### src/hdl/assert_macros.svh
// Assertion macros used by the escaper datapath.
`ifndef ASSERT_MACROS_SVH
`define ASSERT_MACROS_SVH

// Clocked property, disabled while reset is asserted.
`define ASSERT_AT(lbl, clk, rst_n, prop, msg) \
	lbl: assert property (@(posedge clk) disable iff (!rst_n) prop) \
	else $error(msg);

// Condition that must never be seen at a clock edge outside reset.
`define ASSERT_NEVER(lbl, clk, rst_n, cond, msg) \
	`ASSERT_AT(lbl, clk, rst_n, !(cond), msg)

`endif

### src/hdl/jse_pkg.sv
// Types, character constants and escape functions of the JSON string escaper.
package jse_pkg;

	typedef logic [20:0] cp_t;

	localparam logic [7:0] CH_QUOTE  = 8'h22;
	localparam logic [7:0] CH_BSLASH = 8'h5c;
	localparam logic [7:0] CH_SLASH  = 8'h2f;
	localparam logic [7:0] CH_U      = 8'h75;
	localparam logic [7:0] CH_B      = 8'h62;
	localparam logic [7:0] CH_F      = 8'h66;
	localparam logic [7:0] CH_N      = 8'h6e;
	localparam logic [7:0] CH_R      = 8'h72;
	localparam logic [7:0] CH_T      = 8'h74;
	localparam logic [7:0] CH_ZERO   = 8'h30;
	localparam logic [7:0] CH_HEX_A  = 8'h57; // 'a' minus ten

	localparam cp_t CP_BS  = 21'h08;
	localparam cp_t CP_TAB = 21'h09;
	localparam cp_t CP_LF  = 21'h0a;
	localparam cp_t CP_FF  = 21'h0c;
	localparam cp_t CP_CR  = 21'h0d;
	localparam cp_t CP_CTRL_END = 21'h20;
	localparam cp_t CP_ASCII_END = 21'h80;

	// Commands from the controller to the datapath.
	typedef struct packed {
		logic load;
		logic put_open;
		logic feed;
		logic flush;
		logic emit;
		logic put_close;
		logic finish;
	} jse_cmd_t;

	// Status from the datapath to the controller.
	typedef struct packed {
		logic q_empty;
		logic pend_empty;
		logic last;
		logic feed_emits;
		logic emit_last;
		logic prod_ok;
	} jse_sts_t;

	// Second character of a two-byte escape, zero when there is none.
	function automatic logic [7:0] esc_char(cp_t cp);
		logic [7:0] e;
		case (cp)
			21'h5c:  e = CH_BSLASH;
			21'h22:  e = CH_QUOTE;
			21'h2f:  e = CH_SLASH;
			CP_BS:   e = CH_B;
			CP_FF:   e = CH_F;
			CP_LF:   e = CH_N;
			CP_CR:   e = CH_R;
			CP_TAB:  e = CH_T;
			default: e = 8'h00;
		endcase
		return e;
	endfunction

	function automatic logic use_hex(cp_t cp, logic ascii);
		return (cp < CP_CTRL_END) || ((cp >= CP_ASCII_END) && ascii);
	endfunction

	function automatic logic [2:0] hex_digits(cp_t cp);
		logic [2:0] d;
		if (cp <= 21'h00ffff) d = 3'd4;
		else if (cp <= 21'h0fffff) d = 3'd5;
		else d = 3'd6;
		return d;
	endfunction

	// Number of output bytes for one code point.
	function automatic logic [3:0] emit_len(cp_t cp, logic ascii);
		logic [3:0] n;
		if (esc_char(cp) != 8'h00) n = 4'd2;
		else if (use_hex(cp, ascii)) n = 4'd2 + {1'b0, hex_digits(cp)};
		else if (cp < CP_ASCII_END) n = 4'd1;
		else if (cp < 21'h000800) n = 4'd2;
		else if (cp < 21'h010000) n = 4'd3;
		else n = 4'd4;
		return n;
	endfunction

	// Output byte number idx of the escaped form of one code point.
	function automatic logic [7:0] emit_byte(cp_t cp, logic ascii, logic [2:0] idx);
		logic [7:0] e;
		logic [7:0] b;
		logic [2:0] d;
		logic [3:0] nib;
		logic [31:0] cpx;
		e = esc_char(cp);
		// Pad to eight nibbles so every digit position stays in range.
		cpx = {11'b0, cp};
		d = hex_digits(cp) + 3'd1 - idx;
		nib = cpx[{d, 2'b00} +: 4];
		if (e != 8'h00) begin
			b = (idx == 3'd0) ? CH_BSLASH : e;
		end else if (use_hex(cp, ascii)) begin
			if (idx == 3'd0) b = CH_BSLASH;
			else if (idx == 3'd1) b = CH_U;
			else if (nib < 4'd10) b = CH_ZERO + {4'b0000, nib};
			else b = CH_HEX_A + {4'b0000, nib};
		end else if (cp < CP_ASCII_END) begin
			b = cp[7:0];
		end else if (cp < 21'h000800) begin
			b = (idx == 3'd0) ? {3'b110, cp[10:6]} : {2'b10, cp[5:0]};
		end else if (cp < 21'h010000) begin
			case (idx)
				3'd0:    b = {4'b1110, cp[15:12]};
				3'd1:    b = {2'b10, cp[11:6]};
				default: b = {2'b10, cp[5:0]};
			endcase
		end else begin
			case (idx)
				3'd0:    b = {5'b11110, cp[20:18]};
				3'd1:    b = {2'b10, cp[17:12]};
				3'd2:    b = {2'b10, cp[11:6]};
				default: b = {2'b10, cp[5:0]};
			endcase
		end
		return b;
	endfunction

endpackage

### src/hdl/jse_ctrl.sv
// Controller state machine of the JSON string escaper.
module jse_ctrl
	import jse_pkg::*;
(
	input  logic      clk,
	input  logic      arst_n,
	input  logic      in_valid,
	input  logic      first_byte,
	output logic      in_stall,
	input  jse_sts_t  sts,
	output jse_cmd_t  cmd
);

	typedef enum logic [2:0] {
		ST_IDLE,
		ST_OPEN,
		ST_FEED,
		ST_EMIT,
		ST_CLOSE,
		ST_FINISH
	} state_t;

	state_t state_q;
	logic   in_stall_q;

	assign in_stall = in_stall_q;

	always_comb begin
		cmd = '0;
		unique case (state_q)
			ST_IDLE:   cmd.load = in_valid && !in_stall_q;
			ST_OPEN:   cmd.put_open = sts.prod_ok;
			ST_FEED: begin
				if (!sts.q_empty) cmd.feed = 1'b1;
				else if (sts.last && !sts.pend_empty) cmd.flush = 1'b1;
			end
			ST_EMIT:   cmd.emit = sts.prod_ok;
			ST_CLOSE:  cmd.put_close = sts.prod_ok;
			ST_FINISH: cmd.finish = sts.prod_ok;
			default:   cmd = '0;
		endcase
	end

	always_ff @(posedge clk or negedge arst_n) begin
		if (!arst_n) begin
			state_q    <= ST_IDLE;
			in_stall_q <= 1'b0;
		end else begin
			unique case (state_q)
				ST_IDLE: begin
					if (cmd.load) begin
						in_stall_q <= 1'b1;
						state_q    <= first_byte ? ST_OPEN : ST_FEED;
					end
				end
				ST_OPEN: begin
					if (cmd.put_open) state_q <= ST_FEED;
				end
				ST_FEED: begin
					if (cmd.feed) begin
						if (sts.feed_emits) state_q <= ST_EMIT;
					end else if (cmd.flush) begin
						state_q <= ST_EMIT;
					end else if (sts.last) begin
						state_q <= ST_CLOSE;
					end else begin
						state_q <= ST_FINISH;
					end
				end
				ST_EMIT: begin
					if (cmd.emit && sts.emit_last) state_q <= ST_FEED;
				end
				ST_CLOSE: begin
					if (cmd.put_close) state_q <= ST_FINISH;
				end
				ST_FINISH: begin
					if (cmd.finish) begin
						in_stall_q <= 1'b0;
						state_q    <= ST_IDLE;
					end
				end
				default: state_q <= ST_IDLE;
			endcase
		end
	end

endmodule

### src/hdl/jse_datapath.sv
// Datapath of the JSON string escaper: UTF-8 decoder, byte queue, emitter, output stage.
`include "assert_macros.svh"

module jse_datapath
	import jse_pkg::*;
(
	input  logic      clk,
	input  logic      arst_n,
	input  logic      cfg_wr_en,
	input  logic      cfg_wr_data,
	input  logic [7:0] in_byte,
	input  logic      first_byte,
	input  logic      last_byte,
	input  jse_cmd_t  cmd,
	output jse_sts_t  sts,
	output logic      out_valid,
	input  logic      out_stall,
	output logic [7:0] out_byte,
	output logic      run_last,
	output logic      string_done
);

	// Configuration and decoder state.
	logic       ascii_q;
	logic [7:0] pend_q [3];
	logic [1:0] pcnt_q;
	logic [2:0] elen_q;
	cp_t        pcp_q;

	// Bytes waiting to be fed to the decoder.
	logic [7:0] q_q [3];
	logic [1:0] qcnt_q;
	logic       last_q;

	// Code point being written out.
	cp_t        cp_q;
	logic [2:0] eidx_q;

	// One-word hold so the final word of a step can carry run_last.
	logic       hold_v_q;
	logic [7:0] hold_byte_q;
	logic       hold_done_q;

	logic       out_v_q;
	logic [7:0] out_byte_q;
	logic       run_last_q;
	logic       done_q;

	logic [7:0] head;
	logic       lead2, lead3, lead4, is_lead;
	logic [7:0] lo, hi;
	logic       cont_ok, complete, feed_emits;
	cp_t        joined_cp;
	logic       can_push, prod_ok, put;
	logic [7:0] put_byte;

	always_comb begin
		head  = q_q[0];
		lead2 = (head >= 8'hc2) && (head <= 8'hdf);
		lead3 = (head >= 8'he0) && (head <= 8'hef);
		lead4 = (head >= 8'hf0) && (head <= 8'hf4);
		is_lead = lead2 || lead3 || lead4;
		lo = 8'h80;
		hi = 8'hbf;
		// Second byte of a three- or four-byte form has a narrower range.
		if (pcnt_q == 2'd1) begin
			case (pend_q[0])
				8'he0:   lo = 8'ha0;
				8'hed:   hi = 8'h9f;
				8'hf0:   lo = 8'h90;
				8'hf4:   hi = 8'h8f;
				default: ;
			endcase
		end
		cont_ok   = (head >= lo) && (head <= hi);
		joined_cp = {pcp_q[14:0], head[5:0]};
		complete  = (({1'b0, pcnt_q} + 3'd1) >= elen_q) || (pcnt_q == 2'd3);
		feed_emits = (pcnt_q == 2'd0) ? !is_lead : (!cont_ok || complete);
	end

	assign can_push = !out_v_q || !out_stall;
	assign prod_ok  = !hold_v_q || can_push;
	assign put      = cmd.put_open || cmd.emit || cmd.put_close;
	assign put_byte = (cmd.put_open || cmd.put_close) ? CH_QUOTE
		: emit_byte(cp_q, ascii_q, eidx_q);

	always_comb begin
		sts.q_empty    = (qcnt_q == 2'd0);
		sts.pend_empty = (pcnt_q == 2'd0);
		sts.last       = last_q;
		sts.feed_emits = feed_emits;
		sts.emit_last  = ({1'b0, eidx_q} == (emit_len(cp_q, ascii_q) - 4'd1));
		sts.prod_ok    = prod_ok;
	end

	// Control state with reset.
	always_ff @(posedge clk or negedge arst_n) begin
		if (!arst_n) begin
			ascii_q  <= 1'b0;
			pcnt_q   <= 2'd0;
			elen_q   <= 3'd0;
			pcp_q    <= '0;
			qcnt_q   <= 2'd0;
			hold_v_q <= 1'b0;
			out_v_q  <= 1'b0;
		end else begin
			if (cfg_wr_en) ascii_q <= cfg_wr_data;

			if (cmd.load) begin
				qcnt_q <= 2'd1;
				if (first_byte) begin
					pcnt_q <= 2'd0;
					elen_q <= 3'd0;
					pcp_q  <= '0;
				end
			end else if (cmd.feed) begin
				if (pcnt_q == 2'd0) begin
					qcnt_q <= qcnt_q - 2'd1;
					if (is_lead) begin
						pcnt_q <= 2'd1;
						if (lead2) begin
							elen_q <= 3'd2;
							pcp_q  <= {16'b0, head[4:0]};
						end else if (lead3) begin
							elen_q <= 3'd3;
							pcp_q  <= {17'b0, head[3:0]};
						end else begin
							elen_q <= 3'd4;
							pcp_q  <= {18'b0, head[2:0]};
						end
					end
				end else if (cont_ok) begin
					qcnt_q <= qcnt_q - 2'd1;
					if (complete) begin
						pcnt_q <= 2'd0;
						elen_q <= 3'd0;
						pcp_q  <= '0;
					end else begin
						pcnt_q <= pcnt_q + 2'd1;
						pcp_q  <= joined_cp;
					end
				end else begin
					// Drop the lead byte to Latin-1, rescan the rest ahead of the queue.
					qcnt_q <= qcnt_q + pcnt_q - 2'd1;
					pcnt_q <= 2'd0;
					elen_q <= 3'd0;
					pcp_q  <= '0;
				end
			end else if (cmd.flush) begin
				qcnt_q <= pcnt_q - 2'd1;
				pcnt_q <= 2'd0;
				elen_q <= 3'd0;
				pcp_q  <= '0;
			end

			if (put) hold_v_q <= 1'b1;
			else if (cmd.finish) hold_v_q <= 1'b0;

			if ((put || cmd.finish) && hold_v_q) out_v_q <= 1'b1;
			else if (out_v_q && !out_stall) out_v_q <= 1'b0;
		end
	end

	// Payload registers.
	always_ff @(posedge clk) begin
		if (cmd.load) begin
			q_q[0] <= in_byte;
			last_q <= last_byte;
		end else if (cmd.feed) begin
			eidx_q <= 3'd0;
			if (pcnt_q == 2'd0) begin
				q_q[0] <= q_q[1];
				q_q[1] <= q_q[2];
				if (is_lead) pend_q[0] <= head;
				else cp_q <= {13'b0, head};
			end else if (cont_ok) begin
				q_q[0] <= q_q[1];
				q_q[1] <= q_q[2];
				if (complete) cp_q <= joined_cp;
				else pend_q[pcnt_q] <= head;
			end else begin
				cp_q <= {13'b0, pend_q[0]};
				if (pcnt_q == 2'd2) begin
					q_q[0] <= pend_q[1];
					q_q[1] <= q_q[0];
					q_q[2] <= q_q[1];
				end else if (pcnt_q == 2'd3) begin
					q_q[0] <= pend_q[1];
					q_q[1] <= pend_q[2];
					q_q[2] <= q_q[0];
				end
			end
		end else if (cmd.flush) begin
			cp_q   <= {13'b0, pend_q[0]};
			eidx_q <= 3'd0;
			q_q[0] <= pend_q[1];
			q_q[1] <= pend_q[2];
		end else if (cmd.emit) begin
			eidx_q <= eidx_q + 3'd1;
		end

		if ((put || cmd.finish) && hold_v_q) begin
			out_byte_q <= hold_byte_q;
			run_last_q <= cmd.finish;
			done_q     <= hold_done_q;
		end
		if (put) begin
			hold_byte_q <= put_byte;
			hold_done_q <= cmd.put_close;
		end
	end

	assign out_valid   = out_v_q;
	assign out_byte    = out_byte_q;
	assign run_last    = run_last_q;
	assign string_done = done_q;

	`ASSERT_AT(a_pend_below_len, clk, arst_n, (pcnt_q != 2'd0) |-> ({1'b0, pcnt_q} < elen_q), "pending count reached expected length")
	`ASSERT_AT(a_rescan_fits, clk, arst_n, (cmd.feed && (pcnt_q == 2'd3) && !cont_ok) |-> (qcnt_q <= 2'd1), "rescan overflows byte queue")
	`ASSERT_AT(a_finish_drains, clk, arst_n, cmd.finish |=> !hold_v_q, "held word left after step end")
	`ASSERT_NEVER(a_push_blocked, clk, arst_n, (put || cmd.finish) && hold_v_q && out_v_q && out_stall, "word pushed into stalled output")

endmodule

### src/hdl/json_string_escaper.sv
// Top level of the JSON string escaper: controller plus datapath.
//
//   channel | signals                                   | role
//   --------+-------------------------------------------+-----------------------------
//   in      | in_valid in_stall in_byte first_byte last_byte | raw source bytes, one a word
//   out     | out_valid out_stall out_byte run_last string_done | escaped literal bytes
//   cfg     | cfg_wr_en cfg_wr_data                     | ascii_only register write
//
// One input word is accepted, then given one decoder step per byte fed or rescanned and
// per pending lead dropped at the end of a string, one emit per output byte (quotes
// included), a check that finds the byte queue empty, and a close-out of the step.
// Decode steps take a single byte; the emitter gives one byte a cycle unless stalled.
// Reset is asynchronous, active low; it clears the decoder, queue and output stage.
// A stalled output holds its word; production waits only once the hold word is full.
// in_stall is high from acceptance until the step's last word has been handed on.
module json_string_escaper
	import jse_pkg::*;
(
	input  logic       clk,
	input  logic       arst_n,
	input  logic       cfg_wr_en,
	input  logic       cfg_wr_data,
	input  logic       in_valid,
	output logic       in_stall,
	input  logic [7:0] in_byte,
	input  logic       first_byte,
	input  logic       last_byte,
	output logic       out_valid,
	input  logic       out_stall,
	output logic [7:0] out_byte,
	output logic       run_last,
	output logic       string_done
);

	jse_cmd_t cmd;
	jse_sts_t sts;

	// Sequence the step: open quote, decode, emit, flush, close quote.
	jse_ctrl u_ctrl (
		.clk        (clk),
		.arst_n     (arst_n),
		.in_valid   (in_valid),
		.first_byte (first_byte),
		.in_stall   (in_stall),
		.sts        (sts),
		.cmd        (cmd)
	);

	// Decode UTF-8, rescan bad sequences, expand escapes, drive the output word.
	jse_datapath u_dp (
		.clk         (clk),
		.arst_n      (arst_n),
		.cfg_wr_en   (cfg_wr_en),
		.cfg_wr_data (cfg_wr_data),
		.in_byte     (in_byte),
		.first_byte  (first_byte),
		.last_byte   (last_byte),
		.cmd         (cmd),
		.sts         (sts),
		.out_valid   (out_valid),
		.out_stall   (out_stall),
		.out_byte    (out_byte),
		.run_last    (run_last),
		.string_done (string_done)
	);

endmodule

### config.mk
export PLATFORM = sky130hd
export DESIGN_NAME = json_string_escaper
export DESIGN_NICKNAME = d
export VERILOG_FILES = /design/src/hdl/jse_pkg.sv /design/src/hdl/jse_ctrl.sv /design/src/hdl/jse_datapath.sv /design/src/hdl/json_string_escaper.sv
export VERILOG_INCLUDE_DIRS = /design/src /design/src/hdl
export SDC_FILE = /design/constraint.sdc
export NUM_CORES = 1
export LEC_CHECK = 0
export ABC_AREA = 1
export BUFFER_PORTS_ARGS = -buffer_cell sky130_fd_sc_hd__buf_4
export CORE_ASPECT_RATIO = 0.75
export CORE_UTILIZATION = 55
export CTS_CLUSTER_DIAMETER = 80
export CTS_CLUSTER_SIZE = 24
export DETAILED_ROUTE_END_ITERATION = 6
export MAX_ROUTING_LAYER = met4
export PLACE_DENSITY = 0.72
export SLEW_MARGIN = 20
export SYNTH_ARGS = -nofsm -noshare
export SYNTH_HDL_FRONTEND = slang
export SYNTH_SLANG_ARGS = --single-unit
### constraint.sdc
create_clock -name clk -period 6.8 [get_ports clk]
set_clock_uncertainty 0.15 [all_clocks]
set_input_delay 0 -clock clk [delete_from_list [all_inputs] [get_ports clk]]
set_output_delay 0 -clock clk [all_outputs]
set_load 0.02 [all_outputs]
### After elaboration in Yosys (flattened, before gate mapping)

Memory sizes are Yosys's and may differ from the RTL's.
Index checks and enable logic that the tools add are counted.

* register bits after elaboration: 73
* latch bits: 0
* RAM bits: 48
* ROM bits: 0
* bits of input ports: 16
* output and inout bits: 12
* word-level logic and storage cells: 287
* memories: 2

Memories
* u_dp.pend_q: depth 3, width 8, rd ports 3, clocked after Yosys merged registers in 0, write ports 1, line jse_datapath.sv:25 `logic [7:0] pend_q [3];`
* u_dp.q_q: depth 3, width 8, rd ports 3, clocked after Yosys merged registers in 0, write ports 3, line jse_datapath.sv:31 `logic [7:0] q_q [3];`

* add/subtract/negate cells: 13
* $mul: 0
* div/mod/pow operators: 0
* order comparisons: 17
* eq/ne operators: 34
* shift operators: 1
* muxes and demuxes: 145
* bitwise operators: 11
* reductions and logical operators: 47

Operator list (number)
* $mux W8: 20
* $mux W21: 6
* $mux W15: 8
* $eq A21 B4 Y1 const B: 5
* $mux W3: 23
* $pmux W7 S8: 1
* $mux W1: 55
* $eq A21 B6 Y1 const B: 2
* $mux W2: 17
* $eq A8 B8 Y1 const B: 4
* $shiftx A32 B6 Y4: 1
* $ge A8 B8 Y1 const B: 3
* $le A8 B8 Y1 const B: 3
* $pmux W6 S2: 2
* $eq A21 B7 Y1 const B: 1
* $ge A21 B8 Y1 const B: 1
* $le A21 B16 Y1 const B: 1
* $le A21 B20 Y1 const B: 1
* $lt A21 B12 Y1 const B: 1
* $lt A21 B17 Y1 const B: 1
* $lt A21 B6 Y1 const B: 1
* $lt A21 B8 Y1 const B: 1
* $pmux W7 S3: 1
* $mux W4: 5
* other kinds (49): 104

### Logic depth before layout (Yosys ltp)

Gate-level depths: netlist of the first run.
An unclocked memory read counts as a cell.

* depth after elaboration: 15
* gate-level depth with buffers: 20
* mapped depth without buffers: 20

### Modules after synthesis

From an unflattened synthesis of the first run, not the netlist that was laid out.

* cells, all modules: 913
* area total of the unflattened synthesis: 7337.0 um^2

By module, submodules not included
* jse_datapath: instances 1, cells an instance 839, area each 6921.6 um^2, sequential area each 3388.2 um^2
* jse_ctrl: instances 1, cells an instance 74, area each 415.4 um^2, sequential area each 100.1 um^2

### Least setup slack after synthesis of the first run

OpenSTA, ideal clock, no wires.

* path kind: register -> register
* start point: reg u_dp.pcnt_q[1]
* end point: reg u_dp.cp_q[0] (enable)
* setup time: 0.399 ns
* arrival time: 2.820 ns
* data required time: 6.251 ns
* path slack: 3.432 ns
* cell stages (with the launch flop): 16
* buffers on the path: 0
* clock period less this slack: 3.368 ns
* cell sequence: dfrtp_1 -> inv_1 -> ha_1 -> inv_1 -> nor2_1 -> nand3_1 -> ha_1 -> inv_1 -> nor2_1 -> o21ai_0 -> nand3_1 -> nand2_4 -> nor2_1 -> nand2_1 -> nand2_1 -> nor2_1

* word-level cells in the longest chain between the ends: 8
* elaborated cells on any way between the ends: 20
* those cells by class: 1 x add/sub; 3 x order compare; 4 x eq/ne; 5 x mux; 7 x reduce/logical

RTL lines
* start: declaration: line jse_datapath.sv:26 `logic [1:0] pcnt_q;`
* start signal: assignment: line jse_datapath.sv:139 `pcnt_q <= pcnt_q + 2'd1;`
* branches (longest 7 deep; another with $ge A8 B8 Y1)
* $reduce_and A4 Y1 (no line) (*)
* end signal: assignment: line jse_datapath.sv:175 `else cp_q <= {13'b0, head};`
* end signal: assignment: line jse_datapath.sv:179 `if (complete) cp_q <= joined_cp;`
* end signal: assignment: line jse_datapath.sv:182 `cp_q <= {13'b0, pend_q[0]};`
* end: declaration: line jse_datapath.sv:36 `cp_t cp_q;`

Mark *: on every way between the ends.
A chain may end at the register's enable or synchronous reset.

### Worst setup path in the final report of the first run

* start point: reg u_dp.pcnt_q[1]
* end point: mem u_dp.pend_q[0][1] (enable)

* word-level cells in the longest chain between the ends: 11
* elaborated cells on any way between the ends: 24
* those cells by class: 1 x add/sub; 3 x order compare; 2 x eq/ne; 14 x mux; 4 x reduce/logical

RTL lines
* $eq A2 B1 Y1 or $add A2 B1 Y3 (tied branches): line jse_datapath.sv:66, jse_datapath.sv:77
* $mux W6 (tied with other cells): line jse_datapath.sv:66 `if (pcnt_q == 2'd1) begin`
* $ge A8 B8 Y1 (tied with other cells): line jse_datapath.sv:75 `cont_ok = (head >= lo) && (head <= hi);`
* $logic_and A1 B1 Y1 or $mux W1 (tied branches): line jse_datapath.sv:75, jse_datapath.sv:179
* $mux W1: line jse_datapath.sv:176 `end else if (cont_ok) begin`
* $mux W1: line jse_datapath.sv:171 `if (pcnt_q == 2'd0) begin`
* $mux W1: line jse_datapath.sv:169 `end else if (cmd.feed) begin`
* $mux W1: line jse_datapath.sv:166 `if (cmd.load) begin`
* $mux W1 (implied by the code): line jse_datapath.sv:180 `else pend_q[pcnt_q] <= head;`
* $reduce_or A8 Y1 (no line)
* $mux W2 (no line) or $mux W1 (tied branches)
* end: declaration: line jse_datapath.sv:25

Several ways; a longest one is shown, not always the timed one.

==> summary.md, run 1 <==
| Metric | Value |
|---|---|
| Run status | `finished, final reports clean` |
| Slowest stage cell, crit path | `a21oi_1` |
| P_int | `2240 uW` |
| Die ar. | `13,300 um2` |
| Num Clock Sinks | `121` |
| Post-synth EDFFs | `92` |
| Power share of the clock group | `about a quarter` |
| Post-Synthesis Cells | `around 810` |
| Dominant synthesized flop cell | `edfxtp_1` |
| Congestion Overflow GR | `0` |
| Switch Pwr | `1760 uW` |
| GPL Wtd Cong | `1.01` |
| CTS resizes | `0` |
| Most common cell after layout, fill and taps aside | `nand2_1` |
| Startpoint Class | `flip-flop` |
| Setup Crit Path Kind | `reg2reg` |
| HPWL after DPL | `about 14,000 um` |
| Cell count after placement | `986` |
| Fmax | `255 MHz` |
| Iter 0 DRT Violations | `between 700 and 800` |
| Drt wl/cell | `approximately 19 um` |
| Comb pwr share | `42.7%` |
| Slew margin rel. | `47.3%` |
| Reg clk slew, reported paths | `0.06 ns` |
| Diode count | `0` |
| Grt met2 use | `between 40% and 50%` |
| I/O Buffers | `27` |
| Unrepaired setup endpoints after global routing | `false` |
| CTS H-tree depth | `4` |
| Switching share of power | `44.0%` |
| Hold Path Class | `in2reg` |
| GRT busiest layer | `met1` |
| CTS root buf | `clkbuf_16` |
| Fin crit share | `between 50% and 60%` |
| Total number of vias | `6,153` |
| CTS Buffer Depth | `2` |
| Layout area overhead | `16.0%` |
| Worst-Skew Late Latency | `0.41 ns` |
| WP data required | `6.69 ns` |
| GR Util All Layers | `31.8%` |
| Fillers | `a little under 1,000` |
| Peak supply drop | `0.000260 V` |
| DRC | `0` |
| Crit-path max FO | `12` |
| Initial antenna violation count | `0` |
| Met3 Track Usage GR | `8.23%` |
| PD cells | `487 nW/um2` |
| # setup viols final | `0` |
| Crit-path max cell delay | `between 0.6 and 0.7 ns` |
| Core ar. | `12,400 um2` |
| Yosys Warn Count | `0` |
| Count of non-filler cells in the finished layout | `roughly 1,000` |
| Register bit total from synthesis | `121` |
| Die height | `100 um` |
| First-pass GRT wire length | `30,600 um` |
| Synthesized area per cell | `8.77 um2` |
| Sequential power share | `33.8%` |
| Largest net degree at the start of global routing | `30` |
| Ranking of synthesized cells by area | `edfxtp_1, dfrtp_1, nand2_1, o21ai_0, inv_1` |
| Vias in the first global route | `5,566` |
| CTS tree | `built` |
| Slew Viols, Final | `0` |
| Synth unique cells | `53` |
| Tmin final | `3.92 ns` |
| Synthesized area | `7080 um2` |
| Setup TNS | `0 ns` |
| Post-synth top area cell | `edfxtp_1` |
| GR Util met1 | `46.9%` |
| Post-DRT Antenna Nets | `0` |
| Highest-count cells in the layout ignoring fill and taps | `nand2_1, inv_1, edfxtp_1` |
| Critical path endpoint category | `flip-flop` |
| Share of cells above drive strength 1 | `about 14%` |
| Pre-antenna DRT Iters | `7` |
| # IOs | `28` |
| Async SR Flop Fraction | `24.0%` |
| CP arrival | `3.81 ns` |
| Routed wire length | `19,600 um` |
| Initial Util | `57.1%` |
| Leak pwr | `0.00356 uW` |
| Num CTS Buffers | `17` |
| Syn_nets | `846` |
| Rows | `35` |
| Nets@finish | `895` |
| Die X | `between 100 and 150 um` |
| Sequential share of the synthesized area | `49.3%` |
| Worst slew pin tran | `0.790 ns` |
| Vias/cell | `5.94` |
| Final hold vios | `0` |
| Top cell type's share of synthesized area | `39.0%` |
| Max-cap viol count | `0` |
| Crit path cell chain | `inv_1 -> ha_1 -> inv_1 -> a21oi_1 -> ha_1 -> nand2_1 -> inv_1 -> o311ai_1 -> nand2_4 -> nor2_1 -> nand2_1 -> nand2_1 -> o21ai_0 -> a21oi_1` |
==> power groups by stage <==
| stage | Sequential, uW | Clock, uW | Combinational (uW) |
|---|---|---|---|
| after global placement | 1340 | 0 | 1590 |
| after global routing | 1370 | 976 | 1880 |
| after CTS | 1340 | 946 | 1650 |
| final | 1350 | 940 | 1710 |
| after floorplan | 1300 | 0 | 1170 |
| after detailed placement | 1350 | 0 | 1620 |
==> worst max-delay path: cells and delay by family (launching register included) <==
family	cells	cell delay [ns]
AOI/OAI and AO/OA	4	1.21
adders and majority gates	2	0.51
DFF	1	0.48
buffers and inverters	3	0.26
and+or+nand+nor	5	0.93
==> metrics by stage <==
stage / setup WS, ns / utilization [%] / total power (uW) / cell area (um2) / hold WS, ns
3_3_place_gp: 3.11 / 59.8 / 2930 / 7410 / -0.206
5_1_grt: 2.57 / 66.2 / 4220 / 8210 / 0.172
6_report: 2.88 / 66.2 / 3990 / 8210 / 0.166
3_5_place_dp: 2.98 / 59.8 / 2970 / 7410 / -0.195
4_1_cts: 2.98 / 66.2 / 3930 / 8200 / 0.151
2_1_floorplan: 3.43 / - / 2470 / 7080 / -0.446
==> state kept, by name (all words and copies together), names as in the netlist, 3 cells and up <==
name	count
u_dp.pend_q	24
u_dp.q_q	24
u_dp.cp_q	21
u_dp.pcp_q	15
u_dp.hold_byte_q	8
u_dp.out_byte	8
u_ctrl.state_q	3
u_dp.eidx_q	3
u_dp.elen_q	3
==> per-layer routing <==
metal,vias to the layer above,routed length (um),part of all wire (%)
met5,-,0,0
met4,0,347,1.8
met3,41,2090,11
met2,349,8130,41
met1,2901,9050,46
li1,2862,-,-
==> cells in the mapped netlist, drive strengths merged, types with 2 or more instances <==
master / n
nor3: 15
o21a: 8
ha: 23
edfxtp: 92
buf: 10
xnor2: 5
a21oi: 22
xor2: 3
a22oi: 3
o31ai: 4
a31oi: 2
nand2: 162
dfrtp: 29
a221oi: 2
nand3: 62
o22ai: 18
clkbuf: 6
o211ai: 5
o21ai: 87
inv: 113
nor2: 106
a211oi: 3
nand4: 14
==> kinds of logic (layout without fill, tap and decap cells) <==
family,after synthesis,count (layout),synth area share (%)
and+or+nand+nor,362,362,24.7
DFF,121,121,49.3
xor gates and xnor gates,8,8,0.990
AOI/OAI and AO/OA,163,163,13.4
buffers and inverters,130,192,7.48
adders and majority gates,23,23,4.07
==> path summary, 6_finish.rpt <==
kind / start / to / slack, ns / cells after the start
max: u_dp.pcnt_q[1]$_DFFE_PN0P_ / u_dp.pend_q[0][1]$_DFFE_PP_ / 2.88 / 14
min: last_byte / u_dp.last_q$_DFFE_PP_ / 0.17 / 2
max reg2reg: u_dp.pcnt_q[1]$_DFFE_PN0P_ / u_dp.pend_q[0][1]$_DFFE_PP_ / 2.88 / 14
min reg2reg: u_dp.hold_byte_q[4]$_SDFFCE_PP0P_ / u_dp.out_byte[4]$_DFFE_PP_ / 0.27 / 0
max in group asynchronous: arst_n / u_dp.out_valid$_DFFE_PN0P_ / 5.87 / 4
min in group asynchronous: arst_n / u_dp.qcnt_q[1]$_DFFE_PN0N_ / 0.46 / 4
==> what timing repair did <==
| action | in CTS | in global routing |
|---|---|---|
| hold buffers | 17 | 0 |
| endpoints found under the hold margin | 45 | 0 |
| setup buffers | 0 | 0 |
==> final cells by class <==
type	instances	area [um2]	area share, %
clock buffers	17	425	5.18
well taps	166	208	2.53
clock inverters	15	186	2.27
inverters	114	433	5.27
flip-flops and latches	121	3490	42.5
repair buffers	46	398	4.85
multi-input cells	556	3070	37.4
(Power assumes the default switching activity.)
==> run 2: changes to the inputs <==
==> constraint.sdc (replaced) <==
create_clock -name clk -period 3.9 [get_ports clk]
set_clock_uncertainty 0.15 [all_clocks]
set_input_delay 0 -clock clk [delete_from_list [all_inputs] [get_ports clk]]
set_output_delay 0 -clock clk [all_outputs]
set_load 0.02 [all_outputs]
==> run 2 against run 1 <==
Effect of this change: clock-buffer cell count is 3 higher; sequential cell count stayed put; non-clock buffer count is 9 higher; design area is 0.98% higher; via count hardly changed; hold slack better by 0.0017 ns; sequential power is 73% higher; power is 75% higher; cell count is 0.87% higher; register-to-register slack worse by 2.6 ns; global-route usage is 1.3 points lower; critical endpoint is now u_dp.cp_q[3]$_DFFE_PP_.
==> summary.md, run 2 (synthesis gave the netlist of run 1 again) <==
| Metric | Value |
|---|---|
| Sequential power share | `roughly 33%` |
| Drt wl/cell | `roughly 18 um` |
| GR Util All Layers | `30.5%` |
| DRC | `0` |
| Nets@finish | `904` |
| Crit-path max cell delay | `a little under 0.5 ns` |
| Number of cells on the critical path | `14` |
| P_int | `4040 uW` |
| Highest-count cells in the layout ignoring fill and taps | `nand2_1, inv_1, edfxtp_1` |
| Leak pwr | `0.00361 uW` |
| CTS root buf | `clkbuf_16` |
| Share of cells above drive strength 1 | `approximately 14%` |
| Register-to-Register Path Depth | `14` |
| RR Startpoint | `u_dp.pcnt_q[1]$_DFFE_PN0P_` |
| Diode count | `0` |
| PD cells | `843 nW/um2` |
| Final hold vios | `0` |
| Congestion Overflow GR | `0` |
| Worst slew pin tran | `0.595 ns` |
| CP arrival | `about 3.6 ns` |
| Slew Viols, Final | `0` |
| # IOs | `28` |
| Num Clock Sinks | `121` |
| Hold Path Class | `in2reg` |
| Max-cap viol count | `0` |
| Crit-path max FO | `12` |
| # setup viols final | `0` |
| Post-DRT Antenna Nets | `0` |
| Critical path endpoint category | `flip-flop` |
| Routed wire length | `approximately 19,000 um` |
| Largest net degree at the start of global routing | `30` |
| Crit path cell chain | `inv_1 -> ha_1 -> inv_1 -> a21oi_1 -> ha_1 -> nand2_1 -> inv_1 -> o311ai_1 -> nand2_4 -> nand2_1 -> nand2_1 -> buf_4 -> nand2_1 -> o21ai_0` |
| Die height | `100 um` |
| Unrepaired setup endpoints after global routing | `false` |
| Crit path from | `u_dp.pcnt_q[1]$_DFFE_PN0P_` |
| Fmax | `~280 MHz` |
| Rows | `35` |
| Count of non-filler cells in the finished layout | `1,044` |
| CTS Buffer Depth | `2` |
| Die ar. | `around 13,000 um2` |
| Initial Util | `57.1%` |
| Die X | `133 um` |
| Vias in the first global route | `5,740` |
| Peak supply drop | `0.000430 V` |
| Pre-antenna DRT Iters | `6` |
| Switch Pwr | `2950 uW` |
| Vias/cell | `between 5 and 6` |
| Total number of vias | `6,157` |
| Fin crit share | `between 90 and 100%` |
| First-pass GRT wire length | `roughly 30,000 um` |
| Largest regs | `u_dp.pend_q: 24 flops, u_dp.q_q: 24 flops, u_dp.cp_q: 21 flops` |
| Fillers | `964` |
| Core ar. | `between 10,000 and 15,000 um2` |
| Reg clk slew, reported paths | `0.05 ns` |
| CTS tree | `built` |
| Slew margin rel. | `59.9%` |
| Crit path top cell by count | `nand2_1` |
| Setup TNS | `0 ns` |
| Power share of the clock group | `24.2%` |
| Hold depth | `2` |
| Worst path bufs/invs | `4` |
| Switching share of power | `a little over two fifths` |
| Most common cell after layout, fill and taps aside | `nand2_1` |
| I/O Buffers | `27` |
| Worst-Skew Late Latency | `0.41 ns` |
| Family with the most delay on the worst path | `simple AND/OR/NAND/NOR gates` |
| HPWL after DPL | `13,700 um` |
| Layout area overhead | `17.1%` |
| Tmin final | `3.63 ns` |
| Flop-to-flop setup slack | `0.27 ns` |
| Startpoint Class | `flip-flop` |
| Run status | `finished, final reports clean` |
| Slowest stage cell, crit path | `dfrtp_1` |
| WP data required | `between 3 and 4 ns` |
| Iter 0 DRT Violations | `714` |
| Comb pwr share | `42.5%` |
| Setup Crit Path Kind | `reg2reg` |
| Num CTS Buffers | `17` |
| Cell count after placement | `995` |
| Initial antenna violation count | `0` |
| Setup crit end | `u_dp.cp_q[3]$_DFFE_PP_` |
| Reg2reg end | `u_dp.cp_q[3]$_DFFE_PP_` |
| CTS H-tree depth | `4` |
| GPL Wtd Cong | `1.08` |
-- run 2: cell count changes in the layout (fill, tap and decap cells not counted) --
cell        previous run  this run
nor3_2                 3         1
clkinv_2               1         3
nor3_1                11        13
clkinvlp_4             0         2
clkinv_1               2         1
clkinv_4               3         1
buf_4                 29        38
clkbuf_1               0         3
bufinv_16              3         5
inv_6                  7         1
-- run 2: per-layer routing --
metal	vias to the layer above	global-route usage, %	wire [um]
met3	28	8.48	2300
met4	0	9.20	232
met1	2895	44.4	8490
met5	-	-	0
li1	2884	-	-
met2	350	40.9	7580
-- run 2: area by class of cell --
type	count	area (um2)	area share, %
well taps	166	208	2.51
clock inverters	12	198	2.38
inverters	114	433	5.22
repair buffers	55	465	5.62
flip-flops and latches	121	3490	42.1
multi-input cells	556	3060	36.9
clock buffers	20	437	5.27
-- run 2: worst min path at each step --
stage	startpoint	to	slack (ns)
2_1_floorplan	arst_n	u_ctrl.in_stall$_DFFE_PN0P_	-0.45
3_3_place_gp	arst_n	u_dp.ascii_q$_DFFE_PN0P_	-0.20
3_5_place_dp	arst_n	u_dp.hold_v_q$_DFFE_PN0N_	-0.20
4_1_cts	last_byte	u_dp.last_q$_DFFE_PP_	0.16
5_1_grt	last_byte	u_dp.last_q$_DFFE_PP_	0.18
6_report	last_byte	u_dp.last_q$_DFFE_PP_	0.17
-- run 2: repair_timing --
action	CTS	global route
hold buffers	17	0
setup buffers	0	0
resized for setup	0	0
hold endpoints to repair	45	0
-- run 2: worst register-to-register path: cells and delay by family (launching register included) --
kind / cells / cell delay (ns)
simple gates: 5 / 1.03
compound gates: 3 / 0.57
fa+ha+maj: 2 / 0.53
flops: 1 / 0.49
buf+inv: 4 / 0.58
-- run 2: power groups by stage --
stage          Combinational [uW]  Clock, uW  Sequential, uW
2_1_floorplan                2050          0            2260
3_3_place_gp                 2800          0            2320
3_5_place_dp                 2850          0            2330
4_1_cts                      2910       1710            2310
5_1_grt                      3290       1760            2360
6_report                     2970       1690            2330
-- run 2: per-stage QoR --
stage	utilization [%]	setup slack [ns]	cell area [um2]	hold slack (ns)	power (uW)
after detailed placement	60.3	0.372	7470	-0.198	5170
after floorplan	-	0.532	7080	-0.446	4310
after CTS	66.9	0.308	8290	0.159	6930
final	66.9	0.267	8290	0.168	6980
after global routing	66.9	0.0422	8290	0.178	7420
after global placement	60.3	0.448	7470	-0.198	5120
